===== config.mk =====
export PLATFORM = sky130hd
export DESIGN_NAME = drive_enable_sequencer_top_flat
export DESIGN_NICKNAME = d
export VERILOG_FILES = /design/src/rtl/des_pkg.sv /design/src/rtl/des_req_if.sv /design/src/rtl/des_rsp_if.sv /design/src/rtl/des_csr_if.sv /design/src/rtl/des_in_stage.sv /design/src/rtl/des_step.sv /design/src/rtl/des_core.sv /design/src/rtl/des_out_stage.sv /design/src/rtl/drive_enable_sequencer_top.sv /design/src/flat_wrapper.sv
export VERILOG_INCLUDE_DIRS = /design/src /design/src/rtl
export SDC_FILE = /design/constraint.sdc
export NUM_CORES = 1
export LEC_CHECK = 0
export BUFFER_PORTS_ARGS = -buffer_cell sky130_fd_sc_hd__buf_2
export CAP_MARGIN = 15
export CORE_MARGIN = 2
export CORE_UTILIZATION = 58
export CTS_BUF_LIST = sky130_fd_sc_hd__clkbuf_8
export DETAILED_ROUTE_END_ITERATION = 12
export PLACE_DENSITY = 0.87
export RECOVER_POWER = 50
export REMOVE_ABC_BUFFERS = 1
export SLEW_MARGIN = 5
export SYNTH_ARGS = -nofsm -noshare
export SYNTH_HDL_FRONTEND = slang
export SYNTH_SLANG_ARGS = --single-unit
export TNS_END_PERCENT = 1

===== constraint.sdc =====
create_clock -name clock -period 11.44 [get_ports clock]
set_input_delay 2.288 -clock clock [delete_from_list [all_inputs] [get_ports clock]]
set_output_delay 2.288 -clock clock [all_outputs]
set_load 0.005 [all_outputs]

===== src/rtl/assert_macros.svh =====
// Assertion macros shared by the RTL of the drive enable sequencer.
// Every macro samples on the rising edge of clock and is disabled while reset is high.
`ifndef ASSERT_MACROS_SVH
`define ASSERT_MACROS_SVH

// The property holds at every clock edge outside reset.
`define ASSERT_ALWAYS(label, prop, msg) \
   label: assert property (@(posedge clock) disable iff (reset) (prop)) else $error(msg);

// When the antecedent holds, the consequent holds at the same edge.
`define ASSERT_IMPLIES(label, ante, cons, msg) \
   label: assert property (@(posedge clock) disable iff (reset) (ante) |-> (cons)) \
      else $error(msg);

`endif


===== src/rtl/des_pkg.sv =====
// Package for the drive enable sequencer: field widths, codes, item types and
// status word decode helpers. Has no dependencies.
package des_pkg;

   localparam int POSITION_BITS = 32;

   localparam int STATUS_W = 16;
   localparam int DATA_W   = 32;
   localparam int CW_W     = 8;
   localparam int ERR_W    = 3;
   localparam int MODE_W   = 8;
   localparam int CSR_IDX_W  = 1;
   localparam int CSR_DATA_W = 1;

   localparam logic [DATA_W-1:0] POS_MASK = (POSITION_BITS >= DATA_W) ? {DATA_W{1'b1}} :
      DATA_W'((64'd1 << POSITION_BITS) - 64'd1);

   localparam logic OP_POWER     = 1'b0;
   localparam logic OP_RESET_ERR = 1'b1;

   localparam logic [CSR_IDX_W-1:0] CSR_FIELDBUS_READY = 1'b0;
   localparam logic [CSR_IDX_W-1:0] CSR_OP_MODE        = 1'b1;

   localparam logic OPMODE_POSITION = 1'b0;

   localparam logic [ERR_W-1:0] ERR_NONE        = 3'd0;
   localparam logic [ERR_W-1:0] ERR_FIELDBUS    = 3'd1;
   localparam logic [ERR_W-1:0] ERR_POWER_ON    = 3'd2;
   localparam logic [ERR_W-1:0] ERR_POWERED_ON  = 3'd3;
   localparam logic [ERR_W-1:0] ERR_POWER_OFF   = 3'd4;

   localparam logic [CW_W-1:0] CW_DISABLE_VOLTAGE = 8'h00;
   localparam logic [CW_W-1:0] CW_FAULT_RESET     = 8'h80;
   localparam logic [CW_W-1:0] CW_SHUTDOWN        = 8'h06;
   localparam logic [CW_W-1:0] CW_SWITCH_ON       = 8'h07;
   localparam logic [CW_W-1:0] CW_ENABLE_OP       = 8'h0F;

   localparam logic [MODE_W-1:0] MODE_NONE     = 8'd0;
   localparam logic [MODE_W-1:0] MODE_POSITION = 8'd8;
   localparam logic [MODE_W-1:0] MODE_VELOCITY = 8'd9;

   localparam logic [STATUS_W-1:0] SW_MASK_STATE  = 16'h004F;
   localparam logic [STATUS_W-1:0] SW_MASK_FULL   = 16'h007F;
   localparam logic [STATUS_W-1:0] SW_MASK_QSTOP  = 16'h006F;
   localparam logic [STATUS_W-1:0] SW_MASK_SW_ON  = 16'h007B;
   localparam logic [STATUS_W-1:0] SW_OP_ENABLED  = 16'h0037;
   localparam logic [STATUS_W-1:0] SW_QUICK_STOP  = 16'h0007;
   localparam logic [STATUS_W-1:0] SW_NOT_READY   = 16'h0000;
   localparam logic [STATUS_W-1:0] SW_ON_DISABLED = 16'h0040;
   localparam logic [STATUS_W-1:0] SW_READY       = 16'h0031;
   localparam logic [STATUS_W-1:0] SW_SWITCHED_ON = 16'h0033;
   localparam logic [STATUS_W-1:0] SW_FAULT       = 16'h0008;
   localparam logic [STATUS_W-1:0] SW_FAULT_ACT   = 16'h000F;

   typedef enum logic [5:0] {
      PH_IDLE     = 6'b000001,
      PH_PWR_ON   = 6'b000010,
      PH_POWERED  = 6'b000100,
      PH_PWR_OFF  = 6'b001000,
      PH_SHUTDOWN = 6'b010000,
      PH_ERROR    = 6'b100000
   } phase_type;

   typedef struct packed {
      logic                     op;
      logic                     power_on;
      logic [STATUS_W-1:0]      status_word;
      logic signed [DATA_W-1:0] actual_position;
      logic signed [DATA_W-1:0] command_position;
      logic signed [DATA_W-1:0] command_velocity;
   } req_item_type;

   typedef struct packed {
      logic [CW_W-1:0]          control_word;
      logic                     done_res;
      logic [ERR_W-1:0]         error_code;
      logic                     servo_enabled;
      logic signed [DATA_W-1:0] target_position;
      logic                     write_position;
      logic signed [DATA_W-1:0] target_velocity;
      logic                     write_velocity;
      logic [MODE_W-1:0]        mode_select;
      logic                     write_mode;
   } rsp_item_type;

   typedef struct packed {
      phase_type       phase;
      logic            last_power_request;
      logic            enabled_flag;
      logic [CW_W-1:0] held_control_word;
   } core_state_type;

   typedef struct packed {
      logic fieldbus_ready;
      logic op_mode;
   } cfg_type;

   function automatic logic [DATA_W-1:0] pos_keep(input logic [DATA_W-1:0] v);
      return v & POS_MASK;
   endfunction

   function automatic logic sw_is(input logic [STATUS_W-1:0] s,
                                  input logic [STATUS_W-1:0] mask,
                                  input logic [STATUS_W-1:0] value);
      return (s & mask) == value;
   endfunction

   function automatic logic drive_fault(input logic [STATUS_W-1:0] s);
      return sw_is(s, SW_MASK_STATE, SW_FAULT_ACT) || sw_is(s, SW_MASK_STATE, SW_FAULT);
   endfunction

endpackage


===== src/rtl/des_req_if.sv =====
// Input channel of the drive enable sequencer: valid, ready and one bus cycle's fields.
// Depends on des_pkg.
interface des_req_if import des_pkg::*; ();
   logic                     valid;
   logic                     ready;
   logic                     op;
   logic                     power_on;
   logic [STATUS_W-1:0]      status_word;
   logic signed [DATA_W-1:0] actual_position;
   logic signed [DATA_W-1:0] command_position;
   logic signed [DATA_W-1:0] command_velocity;

   modport source (output valid, op, power_on, status_word, actual_position,
                   command_position, command_velocity, input ready);
   modport sink (input valid, op, power_on, status_word, actual_position,
                 command_position, command_velocity, output ready);
endinterface


===== src/rtl/des_rsp_if.sv =====
// Result channel of the drive enable sequencer: valid, ready and the drive write fields.
// Depends on des_pkg.
interface des_rsp_if import des_pkg::*; ();
   logic                     valid;
   logic                     ready;
   logic [CW_W-1:0]          control_word;
   logic                     done_res;
   logic [ERR_W-1:0]         error_code;
   logic                     servo_enabled;
   logic signed [DATA_W-1:0] target_position;
   logic                     write_position;
   logic signed [DATA_W-1:0] target_velocity;
   logic                     write_velocity;
   logic [MODE_W-1:0]        mode_select;
   logic                     write_mode;

   modport source (output valid, control_word, done_res, error_code, servo_enabled,
                   target_position, write_position, target_velocity, write_velocity,
                   mode_select, write_mode, input ready);
   modport sink (input valid, control_word, done_res, error_code, servo_enabled,
                 target_position, write_position, target_velocity, write_velocity,
                 mode_select, write_mode, output ready);
endinterface


===== src/rtl/des_csr_if.sv =====
// Register write channel of the drive enable sequencer: valid, ready, index and data.
// Depends on des_pkg.
interface des_csr_if import des_pkg::*; ();
   logic                  valid;
   logic                  ready;
   logic [CSR_IDX_W-1:0]  index;
   logic [CSR_DATA_W-1:0] wdata;

   modport source (output valid, index, wdata, input ready);
   modport sink (input valid, index, wdata, output ready);
endinterface


===== src/rtl/des_in_stage.sv =====
// Input register of the drive enable sequencer: holds one accepted beat until the core takes it.
// Depends on des_pkg and des_req_if.
module des_in_stage import des_pkg::*; (
   input  logic         clock,
   input  logic         reset,
   des_req_if.sink      req_chan,
   input  logic         advance,
   output logic         item_valid,
   output req_item_type item
);

   logic         valid_ff;
   logic         valid_in;
   req_item_type item_ff;
   req_item_type item_in;
   logic         accept;

   assign req_chan.ready = !valid_ff || advance;
   assign accept = req_chan.valid && req_chan.ready;

   always_comb begin
      valid_in = valid_ff;
      item_in  = item_ff;
      if (accept) begin
         valid_in = 1'b1;
         item_in.op               = req_chan.op;
         item_in.power_on         = req_chan.power_on;
         item_in.status_word      = req_chan.status_word;
         item_in.actual_position  = req_chan.actual_position;
         item_in.command_position = req_chan.command_position;
         item_in.command_velocity = req_chan.command_velocity;
      end else if (advance) begin
         valid_in = 1'b0;
      end
   end

   always_ff @(posedge clock) begin
      if (reset) begin
         valid_ff <= 1'b0;
      end else begin
         valid_ff <= valid_in;
      end
   end

   always_ff @(posedge clock) begin
      item_ff <= item_in;
   end

   assign item_valid = valid_ff;
   assign item       = item_ff;

endmodule


===== src/rtl/des_step.sv =====
// Step logic of the drive enable sequencer: decodes the status word, advances the enable
// phase and forms the result beat. Purely combinational; depends on des_pkg.
module des_step import des_pkg::*; (
   input  core_state_type cur,
   input  cfg_type        cfg,
   input  req_item_type   item,
   output core_state_type nxt,
   output rsp_item_type   result
);

   always_comb begin
      logic                update_req;
      logic                done;
      logic [ERR_W-1:0]    err;
      logic [DATA_W-1:0]   tpos;
      logic [DATA_W-1:0]   tvel;
      logic [MODE_W-1:0]   mode;
      logic                wpos;
      logic                wvel;
      logic                wmode;
      logic [STATUS_W-1:0] s;

      nxt        = cur;
      update_req = 1'b1;
      done       = 1'b0;
      err        = ERR_NONE;
      tpos       = '0;
      tvel       = '0;
      mode       = MODE_NONE;
      wpos       = 1'b0;
      wvel       = 1'b0;
      wmode      = 1'b0;
      s          = item.status_word;

      if (item.op == OP_POWER) begin
         if (item.power_on && !cur.last_power_request) begin
            if (!cfg.fieldbus_ready) begin
               err        = ERR_FIELDBUS;
               update_req = 1'b0;
            end else begin
               nxt.phase = PH_PWR_ON;
            end
         end else if (cur.last_power_request && !item.power_on) begin
            nxt.enabled_flag = 1'b0;
            nxt.phase        = PH_PWR_OFF;
         end else begin
            case (cur.phase)
               PH_PWR_ON: begin
                  if (sw_is(s, SW_MASK_FULL, SW_OP_ENABLED)) begin
                     done             = 1'b1;
                     nxt.enabled_flag = 1'b1;
                     nxt.phase        = PH_POWERED;
                  end else if (sw_is(s, SW_MASK_QSTOP, SW_QUICK_STOP)) begin
                     nxt.held_control_word = CW_DISABLE_VOLTAGE;
                  end else if (sw_is(s, SW_MASK_STATE, SW_NOT_READY)) begin
                     nxt.held_control_word = CW_FAULT_RESET;
                  end else if (sw_is(s, SW_MASK_STATE, SW_ON_DISABLED)) begin
                     nxt.held_control_word = CW_SHUTDOWN;
                  end else if (sw_is(s, SW_MASK_FULL, SW_READY)) begin
                     nxt.held_control_word = CW_SWITCH_ON;
                  end else if (sw_is(s, SW_MASK_SW_ON, SW_SWITCHED_ON)) begin
                     tpos                  = pos_keep(item.actual_position);
                     wpos                  = 1'b1;
                     mode                  = MODE_POSITION;
                     wmode                 = 1'b1;
                     nxt.held_control_word = CW_ENABLE_OP;
                  end else if (drive_fault(s)) begin
                     nxt.held_control_word = CW_FAULT_RESET;
                  end else begin
                     nxt.enabled_flag = 1'b0;
                     nxt.phase        = PH_ERROR;
                     err              = ERR_POWER_ON;
                  end
               end
               PH_POWERED: begin
                  if (drive_fault(s)) begin
                     nxt.enabled_flag = 1'b0;
                     nxt.phase        = PH_ERROR;
                     err              = ERR_POWERED_ON;
                  end else begin
                     done = 1'b1;
                  end
               end
               PH_PWR_OFF: begin
                  nxt.held_control_word = CW_SHUTDOWN;
                  nxt.phase             = PH_SHUTDOWN;
               end
               PH_SHUTDOWN: begin
                  nxt.held_control_word = CW_SHUTDOWN;
                  if (drive_fault(s)) begin
                     nxt.enabled_flag = 1'b0;
                     err              = ERR_POWER_OFF;
                  end else if (sw_is(s, SW_MASK_FULL, SW_READY)) begin
                     nxt.enabled_flag = 1'b0;
                     done             = 1'b1;
                     nxt.phase        = PH_IDLE;
                  end
               end
               default: begin
               end
            endcase
         end
         if (update_req) begin
            nxt.last_power_request = item.power_on;
         end
      end else begin
         if (cur.phase == PH_ERROR) begin
            if (drive_fault(s)) begin
               nxt.held_control_word = CW_FAULT_RESET;
            end else if (sw_is(s, SW_MASK_STATE, SW_ON_DISABLED)) begin
               nxt.phase = PH_IDLE;
               done      = 1'b1;
            end
         end else begin
            nxt.phase = PH_IDLE;
            done      = 1'b1;
         end
      end

      if (cfg.fieldbus_ready && nxt.enabled_flag) begin
         if (cfg.op_mode == OPMODE_POSITION) begin
            tpos = pos_keep(item.command_position);
            wpos = 1'b1;
            mode = MODE_POSITION;
         end else begin
            tvel = item.command_velocity;
            wvel = 1'b1;
            mode = MODE_VELOCITY;
         end
         wmode = 1'b1;
      end

      result.control_word    = nxt.held_control_word;
      result.done_res        = done;
      result.error_code      = err;
      result.servo_enabled   = nxt.enabled_flag;
      result.target_position = $signed(tpos);
      result.write_position  = wpos;
      result.target_velocity = $signed(tvel);
      result.write_velocity  = wvel;
      result.mode_select     = mode;
      result.write_mode      = wmode;
   end

endmodule


===== src/rtl/des_core.sv =====
// Sequencer core: configuration registers, enable phase state and the step logic.
// Depends on des_pkg, des_csr_if and des_step.
module des_core import des_pkg::*; (
   input  logic         clock,
   input  logic         reset,
   des_csr_if.sink      csr_chan,
   input  logic         advance,
   input  req_item_type item,
   output rsp_item_type result
);

   cfg_type        cfg_ff;
   cfg_type        cfg_in;
   core_state_type state_ff;
   core_state_type state_in;
   core_state_type step_state;

   assign csr_chan.ready = 1'b1;

   always_comb begin
      cfg_in = cfg_ff;
      if (csr_chan.valid) begin
         case (csr_chan.index)
            CSR_FIELDBUS_READY: cfg_in.fieldbus_ready = csr_chan.wdata[0];
            CSR_OP_MODE:        cfg_in.op_mode        = csr_chan.wdata[0];
            default: begin
            end
         endcase
      end
   end

   des_step u_step (
      .cur    (state_ff),
      .cfg    (cfg_ff),
      .item   (item),
      .nxt    (step_state),
      .result (result)
   );

   assign state_in = advance ? step_state : state_ff;

   always_ff @(posedge clock) begin
      if (reset) begin
         cfg_ff                      <= '0;
         state_ff.phase              <= PH_IDLE;
         state_ff.last_power_request <= 1'b0;
         state_ff.enabled_flag       <= 1'b0;
         state_ff.held_control_word  <= '0;
      end else begin
         cfg_ff   <= cfg_in;
         state_ff <= state_in;
      end
   end

endmodule


===== src/rtl/des_out_stage.sv =====
// Output register of the drive enable sequencer: holds a result beat until the receiver
// takes it. Depends on des_pkg and des_rsp_if.
module des_out_stage import des_pkg::*; (
   input  logic         clock,
   input  logic         reset,
   des_rsp_if.source    rsp_chan,
   input  logic         load,
   input  rsp_item_type result,
   output logic         space
);

   logic         valid_ff;
   logic         valid_in;
   rsp_item_type data_ff;
   rsp_item_type data_in;

   assign space = !valid_ff || rsp_chan.ready;

   always_comb begin
      valid_in = valid_ff;
      data_in  = data_ff;
      if (load) begin
         valid_in = 1'b1;
         data_in  = result;
      end else if (rsp_chan.ready) begin
         valid_in = 1'b0;
      end
   end

   always_ff @(posedge clock) begin
      if (reset) begin
         valid_ff <= 1'b0;
      end else begin
         valid_ff <= valid_in;
      end
   end

   always_ff @(posedge clock) begin
      data_ff <= data_in;
   end

   assign rsp_chan.valid           = valid_ff;
   assign rsp_chan.control_word    = data_ff.control_word;
   assign rsp_chan.done_res        = data_ff.done_res;
   assign rsp_chan.error_code      = data_ff.error_code;
   assign rsp_chan.servo_enabled   = data_ff.servo_enabled;
   assign rsp_chan.target_position = data_ff.target_position;
   assign rsp_chan.write_position  = data_ff.write_position;
   assign rsp_chan.target_velocity = data_ff.target_velocity;
   assign rsp_chan.write_velocity  = data_ff.write_velocity;
   assign rsp_chan.mode_select     = data_ff.mode_select;
   assign rsp_chan.write_mode      = data_ff.write_mode;

endmodule


===== src/rtl/drive_enable_sequencer_top.sv =====
// Drive enable sequencer, top level.
// Each beat on req_chan is one fieldbus cycle: a power step or a reset-error step together
// with the drive status word, the actual position and the commanded position and velocity.
// Each accepted beat yields exactly one beat on rsp_chan with the control word, done flag,
// error code and the position, velocity and mode writes for that cycle.
// csr_chan writes fieldbus_ready (index 0) and op_mode (index 1); it is always ready. The user
// must write it only while no beat is in flight; the block itself does not enforce this.
// A beat accepted on req_chan is registered in the input register, stepped through the decode
// logic into the output register and taken from there by the receiver. Throughput is one beat
// per cycle while rsp_chan is not stalled; the input register and the output register each
// hold one beat, so a new beat is accepted while a finished result waits.
// When the receiver stalls, the output register holds its beat, the input register fills,
// and req_chan.ready drops until rsp_chan moves again.
// Reset is synchronous: both registers empty, the phase returns to idle, the held control
// word, the power request and the enable flag clear, and both registers of csr_chan clear.
// Depends on des_pkg, the channel interfaces, assert_macros.svh, des_in_stage, des_core and des_out_stage.
`include "assert_macros.svh"

module drive_enable_sequencer_top import des_pkg::*; (
   input  logic      clock,
   input  logic      reset,
   des_req_if.sink   req_chan,
   des_rsp_if.source rsp_chan,
   des_csr_if.sink   csr_chan
);

   logic         in_valid;
   logic         out_space;
   logic         advance;
   req_item_type item;
   rsp_item_type result;

   assign advance = in_valid && out_space;

   des_in_stage u_in_stage (
      .clock      (clock),
      .reset      (reset),
      .req_chan   (req_chan),
      .advance    (advance),
      .item_valid (in_valid),
      .item       (item)
   );

   des_core u_core (
      .clock    (clock),
      .reset    (reset),
      .csr_chan (csr_chan),
      .advance  (advance),
      .item     (item),
      .result   (result)
   );

   des_out_stage u_out_stage (
      .clock    (clock),
      .reset    (reset),
      .rsp_chan (rsp_chan),
      .load     (advance),
      .result   (result),
      .space    (out_space)
   );

   `ASSERT_IMPLIES(a_full_blocks_input, in_valid && rsp_chan.valid && !rsp_chan.ready,
      !req_chan.ready, "input accepted while both stages are full")
   `ASSERT_IMPLIES(a_velocity_mode, rsp_chan.valid && rsp_chan.write_velocity,
      rsp_chan.write_mode && rsp_chan.mode_select == MODE_VELOCITY,
      "velocity write without velocity mode")
   `ASSERT_IMPLIES(a_done_no_error, rsp_chan.valid && rsp_chan.done_res,
      rsp_chan.error_code == ERR_NONE, "done flagged together with an error")
   `ASSERT_IMPLIES(a_no_bus_no_write, rsp_chan.valid && rsp_chan.error_code == ERR_FIELDBUS,
      !rsp_chan.write_mode && !rsp_chan.write_position, "drive write while fieldbus not ready")

endmodule


===== src/flat_wrapper.sv =====
// flat-port wrapper written by rule: the top's interface ports become plain ports
module drive_enable_sequencer_top_flat import des_pkg::*;
  (clock, reset, req_chan_valid, req_chan_op, req_chan_power_on, req_chan_status_word, req_chan_actual_position, req_chan_command_position, req_chan_command_velocity, req_chan_ready, rsp_chan_valid, rsp_chan_control_word, rsp_chan_done_res, rsp_chan_error_code, rsp_chan_servo_enabled, rsp_chan_target_position, rsp_chan_write_position, rsp_chan_target_velocity, rsp_chan_write_velocity, rsp_chan_mode_select, rsp_chan_write_mode, rsp_chan_ready, csr_chan_valid, csr_chan_index, csr_chan_wdata, csr_chan_ready);
  des_req_if req_chan_i ();
  des_rsp_if rsp_chan_i ();
  des_csr_if csr_chan_i ();
  input  logic clock;
  input  logic reset;
  input wire logic [$bits(req_chan_i.valid)-1:0] req_chan_valid;
  input wire logic [$bits(req_chan_i.op)-1:0] req_chan_op;
  input wire logic [$bits(req_chan_i.power_on)-1:0] req_chan_power_on;
  input wire logic [$bits(req_chan_i.status_word)-1:0] req_chan_status_word;
  input wire logic [$bits(req_chan_i.actual_position)-1:0] req_chan_actual_position;
  input wire logic [$bits(req_chan_i.command_position)-1:0] req_chan_command_position;
  input wire logic [$bits(req_chan_i.command_velocity)-1:0] req_chan_command_velocity;
  output wire logic [$bits(req_chan_i.ready)-1:0] req_chan_ready;
  output wire logic [$bits(rsp_chan_i.valid)-1:0] rsp_chan_valid;
  output wire logic [$bits(rsp_chan_i.control_word)-1:0] rsp_chan_control_word;
  output wire logic [$bits(rsp_chan_i.done_res)-1:0] rsp_chan_done_res;
  output wire logic [$bits(rsp_chan_i.error_code)-1:0] rsp_chan_error_code;
  output wire logic [$bits(rsp_chan_i.servo_enabled)-1:0] rsp_chan_servo_enabled;
  output wire logic [$bits(rsp_chan_i.target_position)-1:0] rsp_chan_target_position;
  output wire logic [$bits(rsp_chan_i.write_position)-1:0] rsp_chan_write_position;
  output wire logic [$bits(rsp_chan_i.target_velocity)-1:0] rsp_chan_target_velocity;
  output wire logic [$bits(rsp_chan_i.write_velocity)-1:0] rsp_chan_write_velocity;
  output wire logic [$bits(rsp_chan_i.mode_select)-1:0] rsp_chan_mode_select;
  output wire logic [$bits(rsp_chan_i.write_mode)-1:0] rsp_chan_write_mode;
  input wire logic [$bits(rsp_chan_i.ready)-1:0] rsp_chan_ready;
  input wire logic [$bits(csr_chan_i.valid)-1:0] csr_chan_valid;
  input wire logic [$bits(csr_chan_i.index)-1:0] csr_chan_index;
  input wire logic [$bits(csr_chan_i.wdata)-1:0] csr_chan_wdata;
  output wire logic [$bits(csr_chan_i.ready)-1:0] csr_chan_ready;
  assign req_chan_i.valid = req_chan_valid;
  assign req_chan_i.op = req_chan_op;
  assign req_chan_i.power_on = req_chan_power_on;
  assign req_chan_i.status_word = req_chan_status_word;
  assign req_chan_i.actual_position = req_chan_actual_position;
  assign req_chan_i.command_position = req_chan_command_position;
  assign req_chan_i.command_velocity = req_chan_command_velocity;
  assign req_chan_ready = req_chan_i.ready;
  assign rsp_chan_valid = rsp_chan_i.valid;
  assign rsp_chan_control_word = rsp_chan_i.control_word;
  assign rsp_chan_done_res = rsp_chan_i.done_res;
  assign rsp_chan_error_code = rsp_chan_i.error_code;
  assign rsp_chan_servo_enabled = rsp_chan_i.servo_enabled;
  assign rsp_chan_target_position = rsp_chan_i.target_position;
  assign rsp_chan_write_position = rsp_chan_i.write_position;
  assign rsp_chan_target_velocity = rsp_chan_i.target_velocity;
  assign rsp_chan_write_velocity = rsp_chan_i.write_velocity;
  assign rsp_chan_mode_select = rsp_chan_i.mode_select;
  assign rsp_chan_write_mode = rsp_chan_i.write_mode;
  assign rsp_chan_i.ready = rsp_chan_ready;
  assign csr_chan_i.valid = csr_chan_valid;
  assign csr_chan_i.index = csr_chan_index;
  assign csr_chan_i.wdata = csr_chan_wdata;
  assign csr_chan_ready = csr_chan_i.ready;
  drive_enable_sequencer_top u_core (.clock(clock), .reset(reset), .req_chan(req_chan_i), .rsp_chan(rsp_chan_i), .csr_chan(csr_chan_i));
endmodule

## After elaboration in Yosys (flattened, before gate mapping)

Index checks and enable logic that the tools add are counted.

- Flip-flop bits (word level): 213
- Bits in read-only memories: 0
- Input port bits: 121
- Output and inout port bits: 91
- Bits in writable memories: 0
- Memories kept: 0
- Bits in latches: 0
- Logic and storage cells: 183

- Divide/modulo/power cells: 0
- Mux-type cells: 111
- Reductions and logical operators: 22
- $add $sub $neg: 0
- Equal/unequal tests: 24
- Magnitude comparators: 0
- Shift-type cells: 0
- Bitwise gates (word level): 2
- $mul: 0

Operators with widths:

| kind | number |
|---|---|
| $mux 32 | 12 |
| $mux 8 | 20 |
| $mux 6 | 17 |
| $mux 1 | 44 |
| $ne 6x2->1 const B | 6 |
| $mux 3 | 9 |
| $pmux 6 s4 | 1 |
| $logic_not 16->1 | 1 |
| $pmux 8 s2 | 1 |
| $eq 7x6->1 const B | 2 |
| $reduce_and 14->1 | 1 |
| $eq 6x3->1 const B | 2 |
| $eq 6x5->1 const B | 2 |
| $eq 5x4->1 const B | 2 |
| $ne 5x1->1 const B | 2 |
| $mux 9 | 1 |
| $pmux 3 s3 | 1 |
| $reduce_bool 7->1 | 1 |
| $eq 6x2->1 const B | 1 |
| $eq 6x4->1 const B | 1 |
| $eq 6x6->1 const B | 1 |
| $ne 3x3->1 const B | 2 |
| $pmux 1 s3 | 2 |
| $reduce_and 2->1 | 3 |
| other kinds (12) | 24 |

## Depth between registers and ports, before layout

Gate-level depths: netlist (run 1).

- Depth after elaboration: 15
- Depth in mapped cells: 9
- Gate-level depth less buffers: 8

## Modules after synthesis

A second synthesis (run 1) with hierarchy kept.

- Cell total of the unflattened synthesis: 530
- Area total of the unflattened synthesis: 8,689.6 µm²

Modules (own cells, without submodules):

| module | cells an instance | seq. area each (µm²) | area an instance (µm²) | times used |
|---|---|---|---|---|
| des_in_stage | 119 | 3,443.3 | 3,478.3 | 1 |
| des_out_stage | 92 | 2,662.6 | 2,688.8 | 1 |
| des_step | 255 | 0.0 | 1,833.0 | 1 |
| des_core | 63 | 360.3 | 683.2 | 1 |
| drive_enable_sequencer_top | 1 | 0.0 | 6.3 | 1 |

## Worst setup path before layout (run 1)

No wires, ideal clock.

- Kind: input -> register
- From: in rsp_chan_ready
- To: reg u_core.u_in_stage.item_ff (netlist bit u_core.u_in_stage.item[0]), enable pin
- Path buffers: 0
- Stages on the path: 3
- Arrival: 4.873 ns
- Slack: 6.091 ns
- Library setup time: 0.476 ns
- Cells stage by stage: nor2b_1 nand2_1 and2_1

- Word-level cells in the longest chain between the ends: 4

Ends and longest elaborated chain:

| what | line | RTL |
|---|---|---|
| start, declared | flat_wrapper.sv:28 | `input wire logic [$bits(rsp_chan_i.ready)-1:0] rsp_chan_ready;` |
| $logic_or 1x1->1 | des_out_stage.sv:17 | `assign space = !valid_ff \|\| rsp_chan.ready;` |
| $logic_and 1x1->1 | drive_enable_sequencer_top.sv:33 | `assign advance = in_valid && out_space;` |
| $logic_or 1x1->1 | des_in_stage.sv:18 | `assign req_chan.ready = !valid_ff \|\| advance;` |
| via req_chan_ready | flat_wrapper.sv:16 | `output wire logic [$bits(req_chan_i.ready)-1:0] req_chan_ready;` |
| $logic_and 1x1->1 | des_in_stage.sv:19 | `assign accept = req_chan.valid && req_chan.ready;` |
| via u_core.u_in_stage.accept | des_in_stage.sv:16 | `logic accept;` |
| end signal, assigned | des_in_stage.sv:46 | `item_ff <= item_in;` |
| end, declared | des_in_stage.sv:14 | `req_item_type item_ff;` |

The timed path passes the listed nets, and every way through them passes these cells.
A chain may end at the register's enable or synchronous reset.

## Worst setup path in the final report (run 1)

- From: in rsp_chan_ready
- To: reg u_core.u_in_stage.item_ff (netlist bit u_core.u_in_stage.item[1]), enable pin

- Word-level cells in the longest chain between the ends: 4

Ends and longest elaborated chain:

| what | line |
|---|---|
| $logic_or 1x1->1 | des_out_stage.sv:17 |
| $logic_and 1x1->1 | drive_enable_sequencer_top.sv:33 |
| $logic_or 1x1->1 | des_in_stage.sv:18 |
| $logic_and 1x1->1 | des_in_stage.sv:19 |
| via u_core.u_in_stage.accept | des_in_stage.sv:16 |

The timed path passes the listed nets, and every way through them passes these cells.

==> impl_metrics.py, run 1 <==
metrics = {
    "timing": {
        "timing.final.setup_violations": 0,
        "final-max-slew-violation-count": 92,
        "worst_clock_skew_ps": 10.76,
        "post-route-period-util_pct": 50.06,
        "finalWorstPathRequiredPeriod_ps": 5727,
        "tightest_slew_ps": 3409,
        "fin_worst_hold_slack_ps": 467.6,
        "max-slew-margin-rel_pct": -127.4,
        "rsz_0062_raised_after_global_routing": "no",
        "finalHoldViolations": 0,
        "clock.fmax_mhz": 174.6,
        "setup-tns-final_ps": 0,
    },
    "synthesis": {
        "yosys_register_bits": 205,
        "mappedNetlistArea_um2": 7911,
        "synthesis.instances": 510,
        "synth_ff_type": "sky130_fd_sc_hd__edfxtp_1",
        "synthesis.area_per_instance_um2": 15.51,
        "portion_of_synthesized_cell_area_occupied_by_the_leading_cell_type_pct": 70.22,
        "yosysSeqAreaShare_pct": 75.28,
        "yosys.area.top_type": "sky130_fd_sc_hd__edfxtp_1",
        "yosys_warnings": 0,
        "yosysUniqueCellTypes": 58,
        "async_flop_share_pct": 0,
        "edff_count_synth": 185,
        "netlist_top_cells_area": "sky130_fd_sc_hd__edfxtp_1, sky130_fd_sc_hd__dfxtp_1, sky130_fd_sc_hd__a22o_1, sky130_fd_sc_hd__and3_1, sky130_fd_sc_hd__o21ai_0",
    },
    "layout": {
        "final_net_count": 832,
        "antenna-diode-count": 0,
        "areaGrowthSynthToFinish_pct": 19.18,
        "finish.cell_count_without_fillers": 905,
        "layout_common_cells": "sky130_fd_sc_hd__edfxtp_1, sky130_fd_sc_hd__buf_2, sky130_fd_sc_hd__and3_1",
        "most_common_cell_after_layout_fill_and_taps_aside": "sky130_fd_sc_hd__edfxtp_1",
        "layout-drive-gt1-share_pct": 31.96,
    },
    "clock_tree": {
        "clk_root_buffer_cell": "sky130_fd_sc_hd__clkbuf_8",
        "postCtsResizedCells": 0,
        "htree_levels": 1,
        "tritoncts.num_buffers": 31,
        "cts.sinks": 205,
        "clk_latency_ps": 530,
        "ctsLongestPathBuffers": 3,
        "hold_buffers": 0,
        "clkSlewWorstSetupHoldPaths_ps": 50,
        "tritoncts": "yes",
        "post-cts-setup-buffer-count": 0,
    },
    "grt": {
        "number_of_antenna_violations_at_the_first_check_in_global_routing": 0,
        "first_global_vias": 4928,
        "grt.total_usage_pct": 22.55,
        "pin_count_of_the_biggest_net_entering_global_routing": 58,
        "globalRoute.totalOverflow": 0,
        "grt_pass1_wl_um": 25310,
    },
    "critical_path": {
        "crit_type": "input port to flip-flop",
        "reg2reg_setup_slack_ps": 7160,
        "critPathLaunchType": "input port",
        "endpoint_kind": "flip-flop",
        "worst-endpoint-arrival_ps": 5890,
        "critPathMaxFanout": 57,
        "critPathRequiredTime_ps": 11600,
    },
    "placed_design": {
        "placed_cells_incl_taps": 851,
        "dp.final_hpwl_um": 11360,
        "count_of_buffers_from_port_buffering": 195,
        "place_congestion": 0.9181,
    },
    "route": {
        "detailedRoute.firstIterationViolations": 396,
        "detail-route-antenna-nets": 0,
        "drt-vias-per-instance": 5.514,
        "routed-via-count": 4990,
        "total_wire_length_after_detailed_routing_um": 16410,
        "initial_drt_pass_iterations": 5,
        "drc": 0,
        "routed_wire_length_per_instance_um": 18.13,
    },
    "pwr": {
        "cellPowerDensity_nw_per_um2": 156.4,
        "power.ir.vdd_worst_mv": 0.1515,
        "power_leakage_nw": 3.666,
    },
    "die": {
        "initial_utilization_pct": 59.50,
        "die_h_um": 120.8,
        "num_io_pins": 212,
        "die-area_um2": 14590,
        "num_rows": 42,
        "core_um2": 13300,
        "die_w_um": 120.8,
    },
    "run_status": {
        "status": "finished with violations",
        "violations": "max-capacitance violations, max-slew violations",
    },
    "hold_path": {
        "min_path_type": "flip-flop to flip-flop",
    },
    "flow_run": {
        "max_cap_violations": 2,
    },
}
## metal layers
layer	vias to the layer above	routed length (µm)	part of all wire [%]	track usage (%)
li1	2351	-	-	-
met1	2343	6487	40	29.56
met2	269	8028	49	36.90
met3	27	1655	10	7.217
met4	0	240	1.5	5.741
met5	-	0	0	0
## sequential cells by signal, summed over array words and instances, names as in the netlist
name                                         cells
u_core.u_in_stage.item                         105
u_core.u_out_stage.rsp_chan.target_position     32
u_core.u_out_stage.rsp_chan.target_velocity     32
u_core.u_core.state_ff                          16
u_core.u_out_stage.rsp_chan.control_word         8
u_core.u_out_stage.rsp_chan.error_code           3
u_core.u_core.cfg_ff                             2
u_core.u_out_stage.rsp_chan.mode_select          2
u_core.u_in_stage.item_valid                     1
u_core.u_out_stage.rsp_chan.done_res             1
u_core.u_out_stage.rsp_chan.servo_enabled        1
u_core.u_out_stage.rsp_chan.valid                1
u_core.u_out_stage.rsp_chan.write_position       1
## power breakdown
group / leakage, nW / switching (mW) / internal (mW)
Clock: 0.343 / 0.252 / 0.279
Combinational: 1.40 / 0.0427 / 0.0286
Sequential: 1.92 / 0.0150 / 0.857
Total: 3.67 / 0.310 / 1.16
## worst paths after layout
check	to	start	cells after the start
worst max-delay path	u_core.u_in_stage.item[1]	rsp_chan_ready	5
worst min-delay path	u_core.u_core.state_ff[1]	u_core.u_core.state_ff[1]	2
worst max register to register	u_core.u_in_stage.item[1]	u_core.u_out_stage.rsp_chan.valid	4
worst min register to register	u_core.u_core.state_ff[1]	u_core.u_core.state_ff[1]	2
## cell usage after synthesis, types with 3 or more instances
cell type / instances
sky130_fd_sc_hd__and2_1: 7
sky130_fd_sc_hd__o22ai_1: 4
sky130_fd_sc_hd__nand2b_1: 6
sky130_fd_sc_hd__buf_6: 8
sky130_fd_sc_hd__nor2_1: 24
sky130_fd_sc_hd__o211ai_1: 4
sky130_fd_sc_hd__inv_1: 12
sky130_fd_sc_hd__a22o_1: 32
sky130_fd_sc_hd__a21oi_1: 15
sky130_fd_sc_hd__mux2i_1: 4
sky130_fd_sc_hd__edfxtp_1: 185
sky130_fd_sc_hd__dfxtp_1: 20
sky130_fd_sc_hd__nand2_1: 19
sky130_fd_sc_hd__o21ai_0: 18
sky130_fd_sc_hd__buf_4: 9
sky130_fd_sc_hd__and3_1: 33
sky130_fd_sc_hd__nor3b_1: 6
sky130_fd_sc_hd__nor3_1: 10
sky130_fd_sc_hd__nand3_1: 12
sky130_fd_sc_hd__nor4_1: 3
sky130_fd_sc_hd__ha_1: 3
sky130_fd_sc_hd__and3_2: 3
sky130_fd_sc_hd__buf_2: 7
sky130_fd_sc_hd__or3_1: 3
sky130_fd_sc_hd__a31oi_1: 4
sky130_fd_sc_hd__nand4_1: 5
sky130_fd_sc_hd__clkbuf_1: 13
## logic make-up after synthesis
kind of cell | after synthesis | synth area share, %
XOR/XNOR | 3 | 0.3322
flip-flops | 205 | 75.28
other | 2 | 0.09493
adder cells (fa/ha/maj) | 3 | 0.4745
multiplexers | 4 | 0.5061
AO/OA/AOI/OAI | 96 | 8.936
AND/OR/NAND/NOR | 147 | 10.71
buffers and inverters | 50 | 3.669
## critical path, cell delays in order
cell	delay [ps]
sky130_fd_sc_hd__buf_2	80
sky130_fd_sc_hd__nor2b_1	60
sky130_fd_sc_hd__nand2_1	100
sky130_fd_sc_hd__and2_0	2450
sky130_fd_sc_hd__buf_4	850
## through the flow
step	instance area (µm²)	total power, mW	util [%]	setup slack (ps)
floorplan	7685	0.9122	-	6091
global placement	8914	0.9532	67.04	6362
detailed placement	8914	0.9588	67.04	6289
CTS	9468	1.484	71.21	6286
global route	9429	1.527	70.92	5300
finish	9429	1.475	70.92	5713
## cell type report
cell class              count  area [µm²]
clock buffers              32       440.4
fillers                   894        3866
clock inverters            22       113.9
repair buffers            198       980.9
multi-input cells         260        1672
well taps                 176       220.2
flip-flops and latches    205        5956
inverters                  12       46.29
Power figures use the tool's default switching activity.
==> run 2: changes to the inputs <==
--- a/config.mk
+++ b/config.mk
@@ -6,13 +6,14 @@
 export SDC_FILE = /design/constraint.sdc
 export NUM_CORES = 1
 export LEC_CHECK = 0
+export ABC_AREA = 1
 export BUFFER_PORTS_ARGS = -buffer_cell sky130_fd_sc_hd__buf_2
 export CAP_MARGIN = 15
 export CORE_MARGIN = 2
-export CORE_UTILIZATION = 58
+export CORE_UTILIZATION = 56
 export CTS_BUF_LIST = sky130_fd_sc_hd__clkbuf_8
 export DETAILED_ROUTE_END_ITERATION = 12
-export PLACE_DENSITY = 0.87
+export PLACE_DENSITY = 0.82
 export RECOVER_POWER = 50
 export REMOVE_ABC_BUFFERS = 1
 export SLEW_MARGIN = 5
==> constraint.sdc (replaced) <==
create_clock -name clock -period 5.5 [get_ports clock]
set_input_delay 1.1 -clock clock [delete_from_list [all_inputs] [get_ports clock]]
set_output_delay 1.1 -clock clock [all_outputs]
set_load 0.005 [all_outputs]
==> impl_metrics.py, run 2 <==
metrics = {
    "synthesis": {
        "yosysUniqueCellTypes": 33,
        "yosys.area.top_type": "sky130_fd_sc_hd__edfxtp_1",
        "yosys.cell_count.top_type": "sky130_fd_sc_hd__nand2_1",
        "synth_ff_type": "sky130_fd_sc_hd__edfxtp_1",
        "synthesis.instances": 946,
        "netlist_top_cells_area": "sky130_fd_sc_hd__edfxtp_1, sky130_fd_sc_hd__nand2_1, sky130_fd_sc_hd__nand3_1, sky130_fd_sc_hd__dfxtp_1, sky130_fd_sc_hd__inv_1",
        "edff_count_synth": 185,
        "portion_of_synthesized_cell_area_occupied_by_the_leading_cell_type_pct": 59.69,
        "yosysSeqAreaShare_pct": 64.00,
        "synthesis.area_per_instance_um2": 9.838,
        "yosys_warnings": 0,
        "netlist_top_cells_count": "sky130_fd_sc_hd__nand2_1, sky130_fd_sc_hd__edfxtp_1, sky130_fd_sc_hd__nand3_1",
        "async_flop_share_pct": 0,
        "yosys_register_bits": 205,
        "mappedNetlistArea_um2": 9306,
    },
    "layout": {
        "max_reg_flops": 105,
        "layout_common_cells": "sky130_fd_sc_hd__nand2_1, sky130_fd_sc_hd__edfxtp_1, sky130_fd_sc_hd__buf_2",
        "layout-drive-gt1-share_pct": 20.70,
        "final_net_count": 1251,
        "areaGrowthSynthToFinish_pct": 17.02,
        "most_common_cell_after_layout_fill_and_taps_aside": "sky130_fd_sc_hd__nand2_1",
    },
    "run_status": {
        "violations": "max-capacitance violations, max-slew violations",
        "status": "finished with violations",
    },
    "die": {
        "die-area_um2": 17670,
        "core_um2": 16410,
        "die_h_um": 132.9,
        "die_w_um": 132.9,
        "initial_utilization_pct": 56.72,
        "num_rows": 47,
        "num_io_pins": 212,
    },
    "placed_design": {
        "dp.final_hpwl_um": 13210,
        "dp_slack_ps": 2148,
        "place_congestion": 0.8847,
        "count_of_buffers_from_port_buffering": 195,
    },
    "critical_path": {
        "critPathMaxFanout": 37,
        "crit_type": "flip-flop to flip-flop",
        "critPathLaunchType": "flip-flop",
        "critPathRequiredTime_ps": 5850,
        "worst-endpoint-arrival_ps": 3730,
        "worstSetupStartpoint": "u_core.u_in_stage.item[102]",
        "worstReg2RegStart": "u_core.u_in_stage.item[102]",
        "reg2reg_setup_slack_ps": 2110,
        "timing.reg2reg.worst_path_depth": 11,
        "endpoint_kind": "flip-flop",
    },
    "timing": {
        "rsz_0062_raised_after_global_routing": "no",
        "tightest_slew_ps": 1716,
        "setup-tns-final_ps": 0,
        "timing.final.setup_violations": 0,
        "max-slew-margin-rel_pct": -14.41,
        "finalHoldViolations": 0,
        "post-route-period-util_pct": 61.58,
        "clock.fmax_mhz": 295.3,
        "worst_clock_skew_ps": 25.77,
        "finalWorstPathRequiredPeriod_ps": 3387,
        "postLayoutSetupSlackWorst_ps": 2113,
        "final-max-slew-violation-count": 73,
    },
    "route": {
        "routed-via-count": 7347,
        "total_wire_length_after_detailed_routing_um": 21970,
        "routed_wire_length_per_instance_um": 16.02,
        "drc": 0,
        "initial_drt_pass_iterations": 6,
        "detail-route-antenna-nets": 0,
        "detailedRoute.firstIterationViolations": 562,
        "drt-vias-per-instance": 5.359,
    },
    "clock_tree": {
        "clkSlewWorstSetupHoldPaths_ps": 60,
        "hold_buffers": 0,
        "ctsLongestPathBuffers": 3,
        "post-cts-setup-buffer-count": 0,
        "clk_latency_ps": 530,
        "htree_levels": 2,
        "postCtsResizedCells": 0,
        "tritoncts": "yes",
        "tritoncts.num_buffers": 34,
        "cts.sinks": 205,
        "clk_root_buffer_cell": "sky130_fd_sc_hd__clkbuf_8",
    },
    "flow_run": {
        "max_cap_violations": 2,
    },
    "pwr": {
        "power_leakage_nw": 4.838,
        "cellPowerDensity_nw_per_um2": 298.5,
        "power.ir.vdd_worst_mv": 0.1998,
    },
    "grt": {
        "grt_pass1_wl_um": 34890,
        "grt.total_usage_pct": 24.83,
        "number_of_antenna_violations_at_the_first_check_in_global_routing": 2,
        "globalRoute.totalOverflow": 0,
        "first_global_vias": 7039,
        "pin_count_of_the_biggest_net_entering_global_routing": 71,
    },
    "hold_path": {
        "worst_hold_startpoint": "u_core.u_core.state_ff[5]",
        "timing.hold.worst_endpoint": "u_core.u_core.state_ff[5]",
        "min_path_type": "flip-flop to flip-flop",
        "timing.hold.worst_path_depth": 2,
    },
}
## run 2: cell types whose count changed in the layout (fill, tap and decap cells not counted), sizes merged, moves of 32 or more
cell / delta
nand3: +115
inv: +94
and3: -36
nand2: +199
a22o: -32
nor2: +75
## run 2: worst max path at each step
stage	endpoint	cells past startpoint
floorplan	u_core.u_core.state_ff[0]	6
global placement	u_core.u_out_stage.rsp_chan.target_position[20]	12
detailed placement	flip-flop	11
CTS	flip-flop	11
global route	u_core.u_out_stage.rsp_chan.target_position[11]	12
finish	flip-flop	11
## run 2: kinds of logic (layout without fill, tap and decap cells)
kind of cell / count (synthesis) / after routing / share of synthesized area, %
AO/OA/AOI/OAI: 37 / 37 / 2.165
adder cells (fa/ha/maj): 3 / 3 / 0.4034
buffers and inverters: 173 / 372 / 7.932
flip-flops: 205 / 205 / 64.00
other: 2 / 8 / 0.08070
AND/OR/NAND/NOR: 526 / 526 / 25.42
## run 2: worst max-delay path: stages (launching register included)
cell and delay (ps):
sky130_fd_sc_hd__edfxtp_1 440, sky130_fd_sc_hd__nor2_1 180, sky130_fd_sc_hd__nand3_2 700, sky130_fd_sc_hd__inv_1 340
sky130_fd_sc_hd__nor2_1 100, sky130_fd_sc_hd__nand3_1 90, sky130_fd_sc_hd__nand2_1 60, sky130_fd_sc_hd__nand2_1 90
sky130_fd_sc_hd__nand2_1 80, sky130_fd_sc_hd__nand2_4 370, sky130_fd_sc_hd__nand3_4 440, sky130_fd_sc_hd__nor2_1 300
## run 2: per-stage QoR
step                      total power [mW]  util [%]  hold WS [ps]  instance area (µm²)  cells
after floorplan                      1.979         -         439.9                 9000    888
after global placement               2.094     62.88         452.3                10320   1310
after detailed placement             2.101     62.88         467.9                10320   1310
after CTS                            3.278     66.43         475.4                10900   1369
after global routing                 3.373     66.38         494.2                10890   1371
final                                3.251     66.38         474.1                10890   1371
## run 2: per-layer routing
layer / vias to the layer above / global-route usage (%) / wire length [µm]
li1: 3542 / - / -
met1: 3308 / 31.93 / 8496
met2: 436 / 40.59 / 10620
met3: 61 / 5.172 / 2174
met4: 0 / 11.77 / 678
met5: - / 0 / 0
## run 2: where the power goes
group          internal (mW)  total [mW]  switching, mW
registers               1.79        1.83         0.0436
clock network          0.581        1.18          0.597
logic                 0.0825       0.243          0.160
## run 2: area by class of cell
type                    instances  area [µm²]
multi-input cells             573        2636
clock inverters                25       115.1
inverters                     110       417.9
repair buffers                203        1020
fillers                      1249        5517
well taps                     220       275.3
diodes                          1       2.502
clock buffers                  34       467.9
flip-flops and latches        205        5956
